`src/hdl/arlp_pkg.sv`:
```
// Shared constants, codes and types of the address registry.
package arlp_pkg;

  // Table geometry; the depth is a power of two
  localparam int unsigned TABLE_DEPTH = 4096;
  localparam int unsigned IDX_W       = $clog2(TABLE_DEPTH);
  localparam int unsigned HASH_SHIFT  = 16;

  // Field widths
  localparam int unsigned KEY_W    = 47;
  localparam int unsigned DATA_W   = 64;
  localparam int unsigned STATUS_W = 3;

  // Command codes
  localparam logic CMD_REGISTER = 1'b0;
  localparam logic CMD_RELEASE  = 1'b1;

  // Result status codes
  localparam logic [STATUS_W-1:0] STATUS_OK       = 3'd0;
  localparam logic [STATUS_W-1:0] STATUS_FULL     = 3'd1;
  localparam logic [STATUS_W-1:0] STATUS_NOTFOUND = 3'd2;
  localparam logic [STATUS_W-1:0] STATUS_OVERFLOW = 3'd3;
  localparam logic [STATUS_W-1:0] STATUS_ZEROKEY  = 3'd4;

  // Access request to the slot tables
  typedef struct packed {
    logic              rd_en;
    logic [IDX_W-1:0]  rd_addr;
    logic              wr_key_en;
    logic              wr_size_en;
    logic [IDX_W-1:0]  wr_addr;
    logic [KEY_W-1:0]  wr_key;
    logic [DATA_W-1:0] wr_size;
  } tbl_req_t;

endpackage

```
`src/hdl/arlp_mul.sv`:
```
// Multi-cycle 64x64 multiplier keeping the low 64 bits, one 32x32 product per cycle.
module arlp_mul (
  input  logic                      clk_i,
  input  logic                      rst_ni,
  input  logic                      start_i,
  input  logic [arlp_pkg::DATA_W-1:0] a_i,
  input  logic [arlp_pkg::DATA_W-1:0] b_i,
  output logic                      done_o,
  output logic [arlp_pkg::DATA_W-1:0] product_o
);
  import arlp_pkg::*;

  localparam int unsigned HALF_W = DATA_W / 2;

  localparam logic [1:0] STEP_LL = 2'd0;
  localparam logic [1:0] STEP_LH = 2'd1;
  localparam logic [1:0] STEP_HL = 2'd2;
  localparam logic [1:0] STEP_END = 2'd3;

  logic              busy_q, busy_d;
  logic [1:0]        step_q, step_d;
  logic              done_q, done_d;
  logic [DATA_W-1:0] prod_q, acc_q;
  logic [HALF_W-1:0] op_a, op_b;
  logic [DATA_W-1:0] mul_res;

  // Select the partial product for this step
  always_comb begin
    case (step_q)
      STEP_LL: begin
        op_a = a_i[HALF_W-1:0];
        op_b = b_i[HALF_W-1:0];
      end
      STEP_LH: begin
        op_a = a_i[HALF_W-1:0];
        op_b = b_i[DATA_W-1:HALF_W];
      end
      STEP_HL: begin
        op_a = a_i[DATA_W-1:HALF_W];
        op_b = b_i[HALF_W-1:0];
      end
      default: begin
        op_a = '0;
        op_b = '0;
      end
    endcase
  end

  assign mul_res = DATA_W'(op_a) * DATA_W'(op_b);

  // Advance the step sequence
  always_comb begin
    busy_d = busy_q;
    step_d = step_q;
    done_d = 1'b0;
    if (start_i) begin
      busy_d = 1'b1;
      step_d = STEP_LL;
    end else if (busy_q) begin
      step_d = step_q + 2'd1;
      if (step_q == STEP_END) begin
        busy_d = 1'b0;
        done_d = 1'b1;
      end
    end
  end

  always_ff @(posedge clk_i or negedge rst_ni) begin
    if (!rst_ni) begin
      busy_q <= 1'b0;
      step_q <= STEP_LL;
      done_q <= 1'b0;
    end else begin
      busy_q <= busy_d;
      step_q <= step_d;
      done_q <= done_d;
    end
  end

  // Register each partial product, then fold it into the sum
  always_ff @(posedge clk_i) begin
    if (busy_q) begin
      prod_q <= mul_res;
      case (step_q) inside
        STEP_LH: acc_q <= prod_q;
        STEP_HL, STEP_END: acc_q <= acc_q + {prod_q[HALF_W-1:0], {HALF_W{1'b0}}};
        default: acc_q <= acc_q;
      endcase
    end
  end

  assign done_o    = done_q;
  assign product_o = acc_q;

endmodule

```
`config.mk`:
```
export PLATFORM = sky130hd
export DESIGN_NAME = arlp_mul
export DESIGN_NICKNAME = d
export VERILOG_FILES = /design/src/hdl/arlp_pkg.sv /design/src/hdl/arlp_mul.sv
export SDC_FILE = /design/constraint.sdc
export NUM_CORES = 2
export LEC_CHECK = 0
export ABC_CLOCK_PERIOD_IN_PS = 20700
export BUFFER_PORTS_ARGS = -buffer_cell sky130_fd_sc_hd__clkbuf_2
export CAP_MARGIN = 20
export CORE_MARGIN = 4
export CORE_UTILIZATION = 35
export CTS_BUF_LIST = sky130_fd_sc_hd__clkbuf_8
export DETAILED_ROUTE_END_ITERATION = 7
export PLACE_DENSITY = 0.49
export SKIP_LAST_GASP = 1
export SLEW_MARGIN = 30
export SYNTH_ARGS = -nofsm -noshare
export SYNTH_HDL_FRONTEND = slang
export SYNTH_SLANG_ARGS = --single-unit
```
`constraint.sdc`:
```
create_clock -name clk_i -period 20.7 [get_ports clk_i]
set_input_delay 3.105 -clock clk_i [delete_from_list [all_inputs] [get_ports clk_i]]
set_output_delay 3.105 -clock clk_i [all_outputs]
set_load 0.1 [all_outputs]
```
# == Word-level counts from Yosys, hierarchy flattened ==
# Index checks and enable logic that the tools add are counted.
# classes
n_mul,1
n_reduce_logical,7
n_mux,12
eq_ne,3
n_addsub,2
# ops
operator,n
2-to-1 mux 64 bit,2
case mux 32 bit (2 select lines),2
adder 64 bit,1
multiplier 32 x 32 -> 64 bit,1
2-to-1 mux 1 bit,6
OR reduction 2 bit,3
"== test 2 bit, second input constant",2
2-to-1 mux 2 bit,2
nonzero test 2 bit,2
"adder 2 x 1 -> 2 bit, second input constant",1
"== test 2 x 1 -> 1 bit, second input constant",1
logical NOT 2 bit,1
AND reduction 2 bit,1
# word_totals
inputBits,131
wordCells,30
register_bits,132

# == Longest topological paths before layout ==
# logic_depth
depth_word,4
mapped_depth,36

# == Worst setup path after synthesis ==
# Ideal clock, no wire load.
# synth_path
kind,input to register
startpoint,input b_i[15] in the netlist's numbering
endpoint,"register prod_q[58], data pin"
t_required_ns,20.425
arrival_time_ns,10.036
slack_ns,10.388
cell_stages,27
setup_time_ns,0.275
cell_sequence,a22oi_1 > or2_2 > clkbuf_1 > clkbuf_1 > nor2_1 > fa_1 > fa_1 > inv_1 > fa_1 > inv_1 > fa_1 > inv_1 > fa_1 > inv_1 > fa_1 > fa_1 > fa_1 > ha_1 > clkbuf_1 > a21oi_1 > o211a_1 > o21a_1 > o21a_1 > a311oi_4 > o21ai_4 > nor4b_2 > a2111oi_2
# synth_between
elab_chain_len,2
# synth_rtl
item,line,rtl
from (decl),arlp_mul.sv:7,"input logic [arlp_pkg::DATA_W-1:0] b_i,"
case mux 32 bit (2 select lines),arlp_mul.sv:29,case (step_q)
multiplier 32 x 32 -> 64 bit,arlp_mul.sv:49,assign mul_res = DATA_W'(op_a) * DATA_W'(op_b);
net mul_res[58],arlp_mul.sv:25,logic [DATA_W-1:0] mul_res;
to (signal assigned),arlp_mul.sv:83,prod_q <= mul_res;
to (decl),arlp_mul.sv:23,"logic [DATA_W-1:0] prod_q, acc_q;"
# The timed path passes the listed nets, and every way through them passes these cells.
# A chain may end at the register's enable or synchronous reset.

# == Worst setup path in the final report ==
# layout_path
startpoint,input b_i[12] in the netlist's numbering
endpoint,"register prod_q[58], data pin"
# Same word-level chain as after synthesis.

==> impl_metrics.toml <==
[layout]
final_cell_mix = "inv_1 (901), fa_1 (897), nor2_1 (637)"
final_layout_size_suffix_gt1_share_pct = 9.326
final_cell_area_um2 = 42530
nets = 5752
final_common_cell = "inv_1"
area_growth_syn_to_layout_pct = 7.949

[critical_path]
slowest_stage = "or2_2"
worstSetupEndpoint = "prod_q[58]$_DFFE_PP_"
worst_setup_path_end_kind = "register"
cp-start-kind = "input pin"
critPathMaxStageDelay_ps = 680
crit_type = "input pin to register"
reg2reg_slack_ps = 10870
worst_ep_arrival_time_ps = 11130
path_common_cell = "fa_1"
reg2reg_to = "prod_q[63]$_DFFE_PP_"
path_cells = "clkbuf_2 -> a22oi_1 -> or2_2 -> nor2_1 -> fa_1 -> inv_1 -> fa_1 -> fa_1 -> fa_1 -> inv_1 -> fa_1 -> fa_1 -> fa_1 -> fa_1 -> ha_1 -> a21o_1 -> a21oi_1 -> o211a_1 -> o21a_1 -> o21a_1 -> a311oi_4 -> o21ai_4 -> nor4b_2 -> a2111oi_2"
startpoint = "b_i[12]"
cp.required_ps = 20900
rr_worst_depth = 29
r2r-start = "step_q[0]$_DFFE_PN0P_"
worstPathMaxFanout = 19

[floorplanning]
core_area_um2 = 111300
num_rows = 122
io_pins = 196
fp.dieH_um = 343.5
initial_core_util_pct = 35.40
die_area_um2 = 118000
die_x_um = 343.5

[global_routing]
grt_usage_pct = 24.92
antenna_found_initial = 5
grt_pass1_wl_um = 215500
overflow = 0
grt_max_degree = 112
grt_pass1_vias = 32630

[synth]
yosys_register_bits = 132
synth_top_area_share_pct = 45.58
yosys.area_share.simple_pct = 14.14
synth.avg_cell_area_um2 = 9.042
synth.area.mux_share_pct = 0.1366
syn_area_um2 = 39400
synthCells = 4357
synthArstFlopShare_pct = 3.030
ys_types = 83
synthesis.nets = 5683
yosysWarnings = 0
synth.top_cells.by_area = "fa_1 (46%), edfxtp_1 (9.8%), ha_1 (9.5%), inv_1 (8.6%), nor2_1 (6.2%)"
synth_edf_count = 128
synth_fa_ha_area_share_pct = 55.04
synth_flop_cell = "edfxtp_1"
synth_top_family_by_area = "adder cells"
synth.largest_area_cell = "fa_1"
ys_seq_area_share_pct = 10.01
synth-xor-area-share_pct = 1.779
synth_compound_area_share_pct = 8.010

[sta]
min_period_ps = 10920
hold_violations = 0
fin_skew_ps = 18.98
tns_ps = 0
rsz0062_at_grt = "no"
slew_headroom_pct = 33.14
max_freq_mhz = 91.54
finalCritPeriodShare_pct = 52.78
fin_ws_ps = 9775
slew_viol_final = 0
tightest_slew_ps = 1003
setup_viol = 0

[detailed_routing]
drcViolationCount = 0
wire_per_inst_um = 24.60
drtAntennaViolNets = 0
first_pass_iters = 7
drt_iter0_drc = 2501
drt_wl_total_um = 145900
vias_per_cell = 5.228
dr_total_vias = 31000

[placement]
io_buffer_count = 195
pre_cts_ws_ps = 9314
place.detailed.hpwl_um = 114100
place_area_um2 = 42150
place_congestion = 0.9447

[cts]
clock_sinks = 132
cts_max_level = 4
clock_latency_ps = 480
cts_buffers = 17
cts_root_buffer = "clkbuf_8"
postCtsSetupBuffers = 0
clock_path_buffers = 2
cts_tree = "yes"
cts_resized = 0
path_clk_slew_ps = 90
ctsHoldBuffers = 0

[run]
drv_cap = 0

[run_status]
outcome = "completed"

[min_path]
hp-class = "register to register"
## cell usage after synthesis (4+ instances only)
cell and count:
and2_1 39, a21oi_1 87, or3_1 7, inv_1 902
buf_2 5, o21ai_0 59, a21o_1 57, nor3_1 15
nand4_1 22, xor2_1 31, o21ai_2 4, ha_1 298
dfrtp_1 4, nand2b_1 12, o21bai_1 8, a31oi_1 18
a22o_1 33, nor3b_1 4, xnor2_1 49, edfxtp_1 128
a22oi_1 64, o211a_1 4, nand2_1 526, nor2_1 648
o31ai_1 10, buf_1 8, or2_2 31, nor2b_1 6
a21boi_1 4, o21ai_1 21, fa_1 897, or2_1 4
clkbuf_1 223, a211oi_1 10, o21a_1 12, and3_1 18
nand3_1 15
## layer usage
| layer | part of all wire [%] | up-vias | global-route usage [%] |
|---|---|---|---|
| met2 | 46 | 1269 | 39.56 |
| li1 | - | 13340 | - |
| met4 | 4.3 | 2 | 8.803 |
| met3 | 7.5 | 280 | 4.120 |
| met5 | 0.0089 | - | 0 |
| met1 | 43 | 16120 | 34.60 |
## cells by family (layout without fill, tap and decap cells)
kind of cell	count (synthesis)	count (layout)
DFF	132	132
AOI/OAI and AO/OA	445	445
buffers and inverters	1140	1222
adders and majority gates	1195	1195
xor gates and xnor gates	80	80
and+or+nand+nor	1360	1360
muxes	5	5
other	0	3
## sequential cells by signal (all words and copies together) (netlist names)
name       count
step_q         2
done_o         1
busy_q         1
prod_q        64
product_o     64
## stage by stage
| stage | utilization, % | hold WS [ps] | cells |
|---|---|---|---|
| final | 38.22 | 560.8 | 5930 |
| after global placement | 37.85 | 534.5 | 5894 |
| after detailed placement | 37.88 | 538.0 | 5895 |
| after global routing | 38.21 | 589.3 | 5927 |
| after floorplan | - | 492.7 | 4357 |
| after CTS | 38.21 | 558.5 | 5927 |
## how the worst min path moves through the flow
| stage | from | to | slack (ps) | cells past startpoint |
|---|---|---|---|---|
| after floorplan | prod_q[42]$_DFFE_PP_ | product_o[42]$_DFFE_PP_ | 490 | 2 |
| after global placement | prod_q[57]$_DFFE_PP_ | product_o[57]$_DFFE_PP_ | 530 | 2 |
| after detailed placement | prod_q[51]$_DFFE_PP_ | product_o[51]$_DFFE_PP_ | 540 | 2 |
| after CTS | prod_q[51]$_DFFE_PP_ | product_o[51]$_DFFE_PP_ | 560 | 2 |
| after global routing | prod_q[62]$_DFFE_PP_ | product_o[62]$_DFFE_PP_ | 590 | 2 |
| final | prod_q[62]$_DFFE_PP_ | product_o[62]$_DFFE_PP_ | 560 | 2 |
## cell type report
type                            instances  area (µm²)
Antenna cell                            3       7.507
Timing Repair Buffer                  286        1675
Tap cell                             1488        1862
Fill cell                           11430       68750
Clock buffer                           17       234.0
Inverter                              904        3393
Sequential cell                       132        3945
Multi-Input combinational cell       3085       31280
Clock inverter                         15       135.1
## worst max-delay path, delay by kind of cell
kind                     cells  cell delay (ps)
adder cells (fa/ha/maj)      9             4450
AO/OA/AOI/OAI                9             2160
AND/OR/NAND/NOR              3             1160
buffers and inverters        3              210
Power is not shown: default switching activity piles up to over one toggle a cycle in this logic, so the estimate is an artifact.
